File: config.mk
export PLATFORM = sky130hd
export DESIGN_NAME = iucc_controller
export DESIGN_NICKNAME = d
export VERILOG_FILES = /design/src/rtl/iucc_pkg.sv /design/src/rtl/iucc_controller.sv
export SDC_FILE = /design/constraint.sdc
export NUM_CORES = 1
export LEC_CHECK = 0
export ABC_AREA = 1
export BUFFER_PORTS_ARGS = -buffer_cell sky130_fd_sc_hd__buf_4
export CAP_MARGIN = 20
export CORE_ASPECT_RATIO = 0.5
export CORE_MARGIN = 5
export CORE_UTILIZATION = 40
export DETAILED_ROUTE_END_ITERATION = 10
export REMOVE_ABC_BUFFERS = 1
export SYNTH_ARGS = -nofsm -noshare
export SYNTH_HDL_FRONTEND = slang
export SYNTH_SLANG_ARGS = --single-unit
File: constraint.sdc
create_clock -name clk -period 5.1 [get_ports clk]
set_input_delay 0 -clock clk [delete_from_list [all_inputs] [get_ports clk]]
set_output_delay 0 -clock clk [all_outputs]
set_load 0.05 [all_outputs]
File: src/rtl/iucc_pkg.sv
`default_nettype none
// ----------------------------------------------------------------------------
// iucc_pkg
// Shared types and constants for the range union coverage counter.
// ----------------------------------------------------------------------------
package iucc_pkg;
  localparam int TABLE_ENTRIES = 64;
  localparam int COORD_BITS    = 30;
  localparam int IDX_BITS      = $clog2(TABLE_ENTRIES);
  localparam int CNT_BITS      = $clog2(TABLE_ENTRIES + 1);
  localparam int TOTAL_BITS    = COORD_BITS + 1;
  localparam int OUT_BITS      = 31;

  typedef logic [COORD_BITS-1:0] coord_t;
  typedef logic [IDX_BITS-1:0]   idx_t;
  typedef logic [CNT_BITS-1:0]   cnt_t;
  typedef logic [TOTAL_BITS-1:0] total_t;

  // Controller -> datapath commands
  typedef struct packed {
    logic load;       // capture a new item, reset the scan
    logic rd_en;      // issue a table read at rd_addr
    idx_t rd_addr;
    logic absorb;     // registered read data overlaps: absorb it
    logic mark_first; // registered read data is the first kept-after entry
    logic wr_en;      // write wr_data at wr_addr
    idx_t wr_addr;
    logic wr_merged;  // write the merged range instead of read data
    logic commit;     // update count and total
  } iucc_cmd_t;

  // Datapath -> controller status
  typedef struct packed {
    logic   bad;     // start > end
    logic   below;   // read entry ends below the merged start
    logic   after;   // read entry starts above the merged end
    cnt_t   used;
  } iucc_sts_t;
endpackage
`default_nettype wire

File: src/rtl/iucc_controller.sv
`default_nettype none
// ----------------------------------------------------------------------------
// iucc_controller
// Sequencer: scan the table, absorb overlaps, then shift the tail to close
// or open the gap and write the merged range.
// ----------------------------------------------------------------------------
module iucc_controller (
  input  wire                     clk,
  input  wire                     rst,
  input  wire                     in_valid,
  output logic                    in_ready,
  output logic                    out_valid,
  input  wire                     out_ready,
  output logic                    full_flag,
  output logic                    bad_flag,
  input  wire iucc_pkg::iucc_sts_t sts,
  output iucc_pkg::iucc_cmd_t     cmd,
  output iucc_pkg::cnt_t          new_used
);
  localparam logic [2:0] S_IDLE  = 3'd0;
  localparam logic [2:0] S_CHECK = 3'd1;
  localparam logic [2:0] S_SCAN  = 3'd2;
  localparam logic [2:0] S_DEC   = 3'd3;
  localparam logic [2:0] S_MOVE  = 3'd4;
  localparam logic [2:0] S_INS   = 3'd5;
  localparam logic [2:0] S_OUT   = 3'd6;

  logic [2:0] state, state_next;
  // scan index (one ahead of read data), first absorbed pos, last+1 pos
  iucc_pkg::cnt_t rd_i, rd_i_next, first, first_next, last, last_next;
  iucc_pkg::cnt_t mv, mv_next;
  logic           rd_pend, rd_pend_next;
  logic           full_next, bad_next;
  iucc_pkg::cnt_t removed, tail;

  assign removed  = last - first;
  assign tail     = sts.used - last;
  assign new_used = sts.used - removed + 1'b1;

  always_ff @(posedge clk) begin
    if (rst) begin
      state <= S_IDLE;
      full_flag <= 1'b0;
      bad_flag  <= 1'b0;
    end else begin
      state <= state_next;
      full_flag <= full_next;
      bad_flag  <= bad_next;
    end
    rd_i <= rd_i_next;
    first <= first_next;
    last <= last_next;
    mv <= mv_next;
    rd_pend <= rd_pend_next;
  end

  always_comb begin
    state_next = state;
    rd_i_next = rd_i;
    first_next = first;
    last_next = last;
    mv_next = mv;
    rd_pend_next = 1'b0;
    full_next = full_flag;
    bad_next = bad_flag;
    cmd = '0;
    in_ready = 1'b0;
    out_valid = 1'b0;
    case (state)
      S_IDLE: begin
        in_ready = 1'b1;
        if (in_valid) begin
          cmd.load = 1'b1;
          state_next = S_CHECK;
        end
      end
      S_CHECK: begin
        bad_next = sts.bad;
        full_next = 1'b0;
        rd_i_next = '0;
        first_next = '0;
        last_next = '0;
        state_next = sts.bad ? S_OUT : S_SCAN;
      end
      S_SCAN: begin
        // evaluate entry rd_i-1 when its read data is back
        if (rd_pend) begin
          if (sts.below) begin
            first_next = rd_i;
            last_next = rd_i;
          end else if (!sts.after) begin
            cmd.absorb = 1'b1;
            last_next = rd_i;
          end
        end
        if (rd_pend && sts.after) begin
          state_next = S_DEC;
        end else if (rd_i < sts.used) begin
          cmd.rd_en = 1'b1;
          cmd.rd_addr = rd_i[iucc_pkg::IDX_BITS-1:0];
          rd_i_next = rd_i + 1'b1;
          rd_pend_next = 1'b1;
        end else if (!rd_pend) begin
          state_next = S_DEC;
        end
      end
      S_DEC: begin
        if (removed == '0 && sts.used >= iucc_pkg::cnt_t'(iucc_pkg::TABLE_ENTRIES)) begin
          full_next = 1'b1;
          state_next = S_OUT;
        end else begin
          mv_next = (removed == '0) ? tail : '0;
          state_next = S_MOVE;
        end
      end
      S_MOVE: begin
        // removed==0: shift tail up one, from the top down
        // removed>=1: shift tail down to first+1, bottom up
        if (rd_pend) begin
          cmd.wr_en = 1'b1;
          cmd.wr_addr = (removed == '0) ?
            iucc_pkg::idx_t'(last + mv + 1'b1) :
            iucc_pkg::idx_t'(first + mv + 1'b1);
        end
        if (removed == '0) begin
          if (mv != '0) begin
            cmd.rd_en = 1'b1;
            cmd.rd_addr = iucc_pkg::idx_t'(last + mv - 1'b1);
            mv_next = mv - 1'b1;
            rd_pend_next = 1'b1;
          end else if (!rd_pend) begin
            state_next = S_INS;
          end
        end else begin
          if (rd_pend) mv_next = mv + 1'b1;
          if (mv_next < tail && !(rd_pend && mv == mv_next)) begin
            cmd.rd_en = 1'b1;
            cmd.rd_addr = iucc_pkg::idx_t'(last + mv_next);
            rd_pend_next = 1'b1;
          end else if (!rd_pend || mv_next >= tail) begin
            if (!rd_pend || mv_next >= tail) state_next = rd_pend && mv_next < tail ?
              S_MOVE : S_INS;
          end
        end
      end
      S_INS: begin
        cmd.wr_en = 1'b1;
        cmd.wr_merged = 1'b1;
        cmd.wr_addr = iucc_pkg::idx_t'(first);
        cmd.commit = 1'b1;
        state_next = S_OUT;
      end
      S_OUT: begin
        out_valid = 1'b1;
        if (out_ready) state_next = S_IDLE;
      end
      default: state_next = S_IDLE;
    endcase
  end
endmodule
`default_nettype wire

==> out/summary.txt, run 1 <==
clk root buf -> clkbuf_16
Clock Skews -> 0.00869 ns
unrepaired setup endpoints after global routing -> false
flops & latches, synth -> 34
std cell rows -> 26
WL final -> 11500 µm
Mapped Cells -> 558
Worst Path Max Fanout -> 6
maximum clock rate -> 0.275 GHz
initial antenna violation count -> 0
Final Wtd Congestion -> 0.922
clk slew on worst S/H paths -> 0.06 ns
final hold vios -> 0
vias in the first global route -> 3393
Max Slew Vio Count -> 0
CTS buffer count -> 5
global route overflow -> 0
post-synthesis sequential area ratio -> 0.232
Yosys cell types -> 44
status -> completed
Post-synth EDFFs -> 28
P&R area growth vs syn -> 13.6%
DRC -> 0
Main synth FF type -> edfxtp_1
CTS Sinks -> 34
Core Region -> 10100 µm²
CTS tree -> yes
routed vias/inst -> 5.03
die area -> 12600 µm²
filler cell count -> 1027
DRT iter0 DRCs -> 413
leading area contributor after synthesis -> edfxtp_1
crit path time final -> 3.63 ns
Die Y-Extent -> 81.9 µm
Inserted Diodes -> 0
setup_tns -> 0 ns
mapped cell area -> 4140 µm²
drt pass-1 iters -> 4
# IOs -> 44
Synth async-reset ratio -> 0
Syn. warnings -> 0
fin crit share -> 0.713
HP Class -> in2reg
Die W -> 154 µm
share of cells above drive strength 1 -> 0.131
Overall Global Routing Usage -> 0.186
top cells by area, synth -> edfxtp_1 (20%), ha_1 (18%), nand2_1 (9.3%)
DR WL/cell -> 15.7 µm
Routed Antenna Nets -> 0
Post-CTS Repair Setup Buffers -> 0
nets@finish -> 673
element type at the critical path start -> register
hpwl dp -> 9580 µm
I/O Buffers -> 42
Initial Util -> 0.408
CP Capture Type -> primary output
Clock Latency Late Sink -> 0.29 ns
Finish-stage setup viols -> 0
max_cap viols -> 0
Via Count -> 3700
Setup CP Type -> reg2out
Clock Path Buffers -> 2
share of the synthesized area in the top cell type -> 0.203
Max H-tree Level -> 2
slew margin rel. -> 0.409
Avg Cell Area, Syn -> 7.42 µm²
first-pass GRT wire length -> 18300 µm
Arr. time, crit path -> 3.63 ns
Least-Margin Pin Slew -> 0.882 ns
pin count of the biggest net entering global routing -> 21
Critical Path RT -> 5.10 ns
[Yosys cell counts, types with 2 or more instances]
cell type,instances
inv_2,3
a21oi_1,39
nand2_2,6
o21a_1,3
xnor2_1,21
o221ai_1,2
dfxtp_1,6
inv_1,98
nand2_1,102
nand4_1,7
fa_1,6
nor2_1,47
ha_1,58
clkbuf_1,4
edfxtp_1,28
o21ai_1,3
nor3_1,6
o22ai_1,3
buf_2,3
nand3_2,2
buf_4,5
nand3_1,22
nand2_4,5
a31oi_1,4
o21ai_0,30
o211ai_1,4
a21o_1,2
nand3_4,2
xor2_1,18
or2_2,2
nor2_4,4
[area by class of cell]
| class | count | area, µm² | share of cell area |
|---|---|---|---|
| well taps | 140 | 175 | 0.0373 |
| flip-flops and latches | 34 | 961 | 0.204 |
| repair buffers | 43 | 325 | 0.0692 |
| inverters | 101 | 379 | 0.0806 |
| multi-input cells | 410 | 2720 | 0.578 |
| clock inverters | 3 | 16.3 | 0.00346 |
| clock buffers | 5 | 125 | 0.0266 |
[flip-flops by register name, indices dropped and copies added, names as in the netlist]
register	flops
first	7
last	7
mv	7
rd_i	7
state	3
bad_flag	1
full_flag	1
rd_pend	1
[logic make-up after synthesis]
family / count (synthesis) / synth area share
fa+ha+maj: 64 / 0.204
simple gates: 213 / 0.245
xor+xnor: 39 / 0.0826
other cells: 1 / 0.000906
compound gates: 93 / 0.125
flops: 34 / 0.232
buf+inv: 114 / 0.111
[worst max-delay path, stage by stage, from the launching register on]
cell and delay (ns):
edfxtp_1 0.43, inv_1 0.20, fa_1 0.47, nand3_1 0.09
nand2_1 0.08, a21oi_1 0.14, nor2_1 0.06, nor2_1 0.10
xor2_1 0.24, ha_1 0.30, a21oi_1 0.12, o21ai_0 0.09
nor2_1 0.25, nand2_4 0.12, o22a_2 0.23, o21ai_0 0.18
buf_4 0.24
[per-layer routing]
layer / up-vias / global-route usage / wire length, µm / share of wire
li1: 1887 / - / - / -
met1: 1692 / 0.279 / 5990 / 0.52
met2: 111 / 0.270 / 4680 / 0.41
met3: 10 / 0.0395 / 735 / 0.064
met4: 0 / 0.0467 / 129 / 0.011
met5: - / 0 / 0 / 0
[worst paths after layout]
kind            start  cells after the start        to  slack (ns)
min            sts[9]                      3  bad_flag        0.05
max reg2reg   last[1]                     17  state[0]        1.81
max           last[1]                     16   cmd[12]        1.47
min reg2reg  bad_flag                      2  bad_flag        0.46
[placed cells by master, fill, tap and decap left out, types with 2 or more instances in the layout]
cell type,Yosys,routed
nand2_1,102,102
inv_1,98,98
ha_1,58,58
nor2_1,47,47
buf_4,5,42
a21oi_1,39,39
o21ai_0,30,30
edfxtp_1,28,28
nand3_1,22,22
xnor2_1,21,21
xor2_1,18,18
nand4_1,7,7
nor3_1,6,6
nand2_2,6,6
fa_1,6,6
dfxtp_1,6,6
nand2_4,5,5
clkbuf_16,0,5
nor2_4,4,4
a31oi_1,4,4
o211ai_1,4,4
o21a_1,3,3
o21ai_1,3,3
inv_2,3,3
o22ai_1,3,3
or2_2,2,2
a21o_1,2,2
o221ai_1,2,2
nand3_4,2,2
nand3_2,2,2
[what timing repair did]
action	in CTS	in global routing
hold endpoints to repair	3	0
resized for setup	0	0
hold buffers	1	0
[metrics by stage]
stage | cell area, µm² | cells | utilization | setup slack (ns) | hold slack, ns
after detailed placement | 4550 | 727 | 0.448 | 1.80 | 0.205
after global routing | 4700 | 736 | 0.463 | 1.11 | 0.0932
after CTS | 4700 | 736 | 0.463 | 1.49 | 0.0577
after global placement | 4550 | 727 | 0.448 | 1.92 | 0.198
final | 4700 | 736 | 0.463 | 1.47 | 0.0537
after floorplan | 4060 | 545 | - | 1.48 | 0.0691
Power of run 1 is not shown: default switching activity piles up to over one toggle a cycle in this logic, so the estimate is an artifact.
==> inputs of run 2 (changes only) <==
==> constraint.sdc (replaced) <==
create_clock -name clk -period 3.4 [get_ports clk]
set_input_delay 0 -clock clk [delete_from_list [all_inputs] [get_ports clk]]
set_output_delay 0 -clock clk [all_outputs]
set_load 0.05 [all_outputs]
==> out/summary.txt, run 2 (same netlist as run 1, synthesis figures left out) <==
Inserted Diodes -> 0 (unchanged)
fin crit share -> 0.987
CTS buffer count -> 5 (unchanged)
# IOs -> 44 (unchanged)
Least-Margin Pin Slew -> 0.747 ns (-0.136 ns)
Worst Path Max Fanout -> 6 (unchanged)
share of cells above drive strength 1 -> 0.193 (+0.0623)
sequence of cells on the critical path -> ha_2 > inv_2 > fa_2 > nand3_2 > nand2_2 > a21oi_2 > nor2_1 > nor2_1 > xor2_1 > ha_1 > a21oi_2 > o21ai_1 > nor2_2 > nand2_4 > o22a_2 > o21ai_2 > buf_6
Final Wtd Congestion -> 0.925 (+0.38%)
Multi-input gate area -> 2840 µm² (+4.6%)
Setup CP Type -> reg2out
nets@finish -> 688 (+2.2%)
clk slew on worst S/H paths -> 0.06 ns (about the same)
die area -> 12600 µm² (unchanged)
Finish-stage setup viols -> 0 (unchanged)
Routed Antenna Nets -> 0 (unchanged)
vias in the first global route -> 3524 (+3.9%)
maximum clock rate -> 0.298 GHz
std cell rows -> 26 (unchanged)
Arr. time, crit path -> 3.36 ns (-0.27 ns)
HP Class -> in2reg
CTS Sinks -> 34 (unchanged)
critical path's largest stage delay -> 0.40 ns (-0.07 ns)
Clock Latency Late Sink -> 0.28 ns (about the same)
slew margin rel. -> 0.500 (+0.0910)
DRT iter0 DRCs -> 324 (-22%)
element type at the critical path start -> register
crit path time final -> 3.36 ns
setup_tns -> 0 ns (unchanged)
initial antenna violation count -> 0 (unchanged)
Die Y-Extent -> 81.9 µm (unchanged)
DR WL/cell -> 15.3 µm (-2.4%)
Via Count -> 3727 (+0.73%)
Max Slew Vio Count -> 0 (unchanged)
DRC -> 0 (unchanged)
status -> completed
Clock Path Buffers -> 2 (unchanged)
most frequent cells in the layout -> nand2_1 (96), inv_1 (95), ha_1 (54)
Core Region -> 10100 µm² (unchanged)
hpwl dp -> 9290 µm (-3.0%)
clk root buf -> clkbuf_16
Hold Worst Slack -> 0.0539 ns (+0.000198 ns)
max_cap viols -> 0 (unchanged)
filler cell count -> 1021 (-0.58%)
first-pass GRT wire length -> 17800 µm (-2.7%)
CTS tree -> yes
final core utilization -> 0.490 (+0.0268)
Initial Util -> 0.408 (unchanged)
most common cell after layout, fill and taps aside -> nand2_1
pin count of the biggest net entering global routing -> 20 (-4.8%)
flop2flop setup slack -> 0.39 ns (-1.42 ns)
I/O Buffers -> 42 (unchanged)
Overall Global Routing Usage -> 0.181 (-0.00581)
Clock Skews -> 0.00444 ns (-0.00425 ns)
unrepaired setup endpoints after global routing -> true
Max H-tree Level -> 2 (unchanged)
Die W -> 154 µm (unchanged)
CP Capture Type -> primary output
WL final -> 11500 µm (-0.46%)
placement-stage cell area -> 4590 µm² (+0.99%)
drt pass-1 iters -> 5 (+1)
Critical Path RT -> 3.40 ns (-1.70 ns)
slowest library cell on the worst path -> edfxtp_1
final hold vios -> 0 (unchanged)
global route overflow -> 0 (unchanged)
routed vias/inst -> 4.96 (-1.3%)
Design Area, Final -> 4970 µm² (+5.8%)
Reg area -> 961 µm² (unchanged)
P&R area growth vs syn -> 20.2%
## run 2: timing repair
item	4_1_cts	5_1_grt
hold buffers	1	0
endpoints found under the setup margin	6	8
gates resized for setup	0	42
buffers inserted	2	7
pin swaps	1	13
endpoints found under the hold margin	3	0
## run 2: path summary, 6_finish.rpt
| kind | cells after the start | endpoint | startpoint |
|---|---|---|---|
| hold reg to reg | 2 | bad_flag | bad_flag |
| hold / removal | 3 | bad_flag | sts[9] |
| setup / recovery | 17 | cmd[12] | last[0] |
| setup reg to reg | 20 | state[2] | last[0] |
## run 2: area by class of cell
type                    count  share of cell area
multi-input cells         410               0.572
flip-flops and latches     34               0.193
inverters                 101              0.0762
clock buffers               5              0.0252
well taps                 140              0.0352
repair buffers             58              0.0949
clock inverters             3             0.00327
## run 2: critical path, delay by kind of cell, from the launching register on
| family | cells | cell delay, ns |
|---|---|---|
| AOI/OAI and AO/OA | 5 | 0.75 |
| buffers and inverters | 2 | 0.23 |
| and+or+nand+nor | 6 | 0.61 |
| DFF | 1 | 0.40 |
| xor gates and xnor gates | 1 | 0.21 |
| adders and majority gates | 3 | 0.88 |
## run 2: layer usage
metal | up-vias | routed length, µm | global-route usage
met2 | 99 | 4880 | 0.286
met1 | 1694 | 5630 | 0.252
li1 | 1922 | - | -
met4 | 0 | 91 | 0.0317
met3 | 12 | 884 | 0.0474
met5 | - | 0 | 0
## run 2: metrics by stage
step / instances / setup WS (ns)
2_1_floorplan: 545 / -0.225
3_3_place_gp: 733 / 0.251
3_5_place_dp: 733 / 0.217
4_1_cts: 744 / 0.0143
5_1_grt: 751 / -0.159
6_report: 751 / 0.0438
Power of run 2 is left out for the same reason.
==> inputs of run 3 (changes only) <==
--- a/config.mk
+++ b/config.mk
@@ -12,6 +12,7 @@
 export CORE_MARGIN = 5
 export CORE_UTILIZATION = 40
 export DETAILED_ROUTE_END_ITERATION = 10
+export RECOVER_POWER = 100
 export REMOVE_ABC_BUFFERS = 1
 export SYNTH_ARGS = -nofsm -noshare
 export SYNTH_HDL_FRONTEND = slang
==> out/summary.txt, run 3 (same netlist as run 1, synthesis figures left out) <==
status -> completed
WHS Endpoint -> bad_flag
slew margin rel. -> 0.506 (+0.00578)
nets@finish -> 688 (unchanged)
unrepaired setup endpoints after global routing -> true
P&R area growth vs syn -> 19.4%
drt pass-1 iters -> 5 (unchanged)
share of cells above drive strength 1 -> 0.178 (-0.0147)
first-pass GRT wire length -> 17800 µm (unchanged)
critical path's largest stage delay -> 0.39 ns (about the same)
maximum clock rate -> 0.299 GHz (+0.50%)
# IOs -> 44 (unchanged)
Clock Latency Late Sink -> 0.28 ns (about the same)
Final Wtd Congestion -> 0.925 (unchanged)
hold_sp -> sts[9]
CTS buffer count -> 5 (unchanged)
flop2flop setup slack -> 0.40 ns (about the same)
Die Y-Extent -> 81.9 µm (unchanged)
Worst R2R Start -> last[0]
Max H-tree Level -> 2 (unchanged)
DRT iter0 DRCs -> 396 (+22%)
Crit path buffers/inverters -> 2 (unchanged)
Overall Global Routing Usage -> 0.181 (unchanged)
initial antenna violation count -> 0 (unchanged)
max_cap viols -> 0 (unchanged)
DR WL/cell -> 15.3 µm (about the same)
WHS Path Cells -> 3 (unchanged)
die area -> 12600 µm² (unchanged)
Arr. time, crit path -> 3.34 ns (-0.02 ns)
Via Count -> 3726 (-0.027%)
Finish-stage setup viols -> 0 (unchanged)
hpwl dp -> 9290 µm (unchanged)
global route overflow -> 0 (unchanged)
CTS Sinks -> 34 (unchanged)
vias in the first global route -> 3524 (unchanged)
HP Class -> in2reg
final core utilization -> 0.487 (-0.00333)
Setup CP Type -> reg2out
Clock Skews -> 0.00412 ns (-0.000320 ns)
Inserted Diodes -> 0 (unchanged)
WL final -> 11500 µm (about the same)
Die W -> 154 µm (unchanged)
Critical Path RT -> 3.40 ns (about the same)
final hold vios -> 0 (unchanged)
I/O Buffers -> 42 (unchanged)
Clock Path Buffers -> 2 (unchanged)
routed vias/inst -> 4.96 (about the same)
filler cell count -> 1032 (+1.1%)
most common cell after layout, fill and taps aside -> nand2_1
pin count of the biggest net entering global routing -> 20 (unchanged)
R2R depth -> 20 (unchanged)
Reg area -> 961 µm² (unchanged)
Crit path max-delay family -> adder cells
r2r endpoint -> state[2]
std cell rows -> 26 (unchanged)
Core Region -> 10100 µm² (unchanged)
clk slew on worst S/H paths -> 0.06 ns (about the same)
CP Capture Type -> primary output
Least-Margin Pin Slew -> 0.738 ns (-0.00863 ns)
DRC -> 0 (unchanged)
CTS tree -> yes
sequence of cells on the critical path -> ha_2 > inv_2 > fa_2 > nand3_2 > nand2_2 > a21oi_2 > nor2_1 > nor2_1 > xor2_1 > ha_1 > a21oi_2 > o21ai_1 > nor2_2 > nand2_4 > o22a_2 > o21ai_2 > buf_6
Worst Path Max Fanout -> 6 (unchanged)
slowest library cell on the worst path -> edfxtp_1
Initial Util -> 0.408 (unchanged)
Routed Antenna Nets -> 0 (unchanged)
setup_tns -> 0 ns (unchanged)
crit path time final -> 3.34 ns (-0.0166 ns)
element type at the critical path start -> register
clk root buf -> clkbuf_16
Max Slew Vio Count -> 0 (unchanged)
fin crit share -> 0.982 (-0.00489)
most frequent cells in the layout -> nand2_1 (96), inv_1 (95), ha_1 (54)
Multi-input gate area -> 2840 µm² (unchanged)
==> run 3: cell count changes in the layout (fill, tap and decap cells not counted) <==
cell,delta
clkbuf_1,+9
buf_4,-9
==> run 3: layer usage <==
metal  global-route usage  routed length, µm
met1                0.252               5760
met4               0.0317                 62
met3               0.0474                732
met2                0.286               4940
met5                    0                  0
==> run 3: final cells by class <==
type                       count  share of cell area
inverter                     101              0.0768
timing repair buffer          58              0.0887
clock buffer                   5              0.0253
multi-input combinational    410               0.576
clock inverter                 3             0.00329
tap                          140              0.0355
sequential                    34               0.195
==> run 3: worst max-delay path by stage <==
stage / start / to / slack (ns) / cells past startpoint
floorplan: last[1] / cmd[12] / -0.22 / 15
CTS: last[0] / cmd[12] / 0.01 / 17
detailed placement: last[0] / cmd[12] / 0.22 / 17
global route: last[0] / cmd[12] / -0.16 / 17
finish: last[0] / cmd[12] / 0.06 / 17
global placement: last[2] / new_used[6] / 0.25 / 14
==> run 3: timing repair <==
item / CTS / global route
gates resized for setup: 0 / 42
endpoints found under the setup margin: 6 / 8
hold buffers: 1 / 0
setup buffers: 2 / 7
pin swaps: 1 / 13
hold endpoints to repair: 3 / 0
==> run 3: worst register-to-register path: stages, from the launching register on <==
cell	delay, ns
edfxtp_1	0.39
ha_2	0.19
inv_2	0.05
fa_2	0.39
nand3_2	0.07
nand2_2	0.06
a21oi_2	0.14
nor2_1	0.05
nor2_1	0.12
xor2_1	0.21
ha_1	0.30
a21oi_2	0.14
o21ai_1	0.08
nor2_2	0.18
nand2_4	0.11
nand2_4	0.10
nand2_4	0.07
nand3_4	0.09
nand2_1	0.06
nand2_1	0.07
nor2_2	0.03
==> run 3: per-stage QoR <==
stage | hold slack (ns) | setup slack [ns] | std cells | cell area [µm²]
6_report | 0.0549 | 0.0604 | 751 | 4940
5_1_grt | 0.0871 | -0.159 | 751 | 4940
4_1_cts | 0.0518 | 0.0143 | 744 | 4760
3_5_place_dp | 0.208 | 0.217 | 733 | 4590
3_3_place_gp | 0.210 | 0.251 | 733 | 4590
2_1_floorplan | 0.0691 | -0.225 | 545 | 4060
Power of run 3 is left out for the same reason.
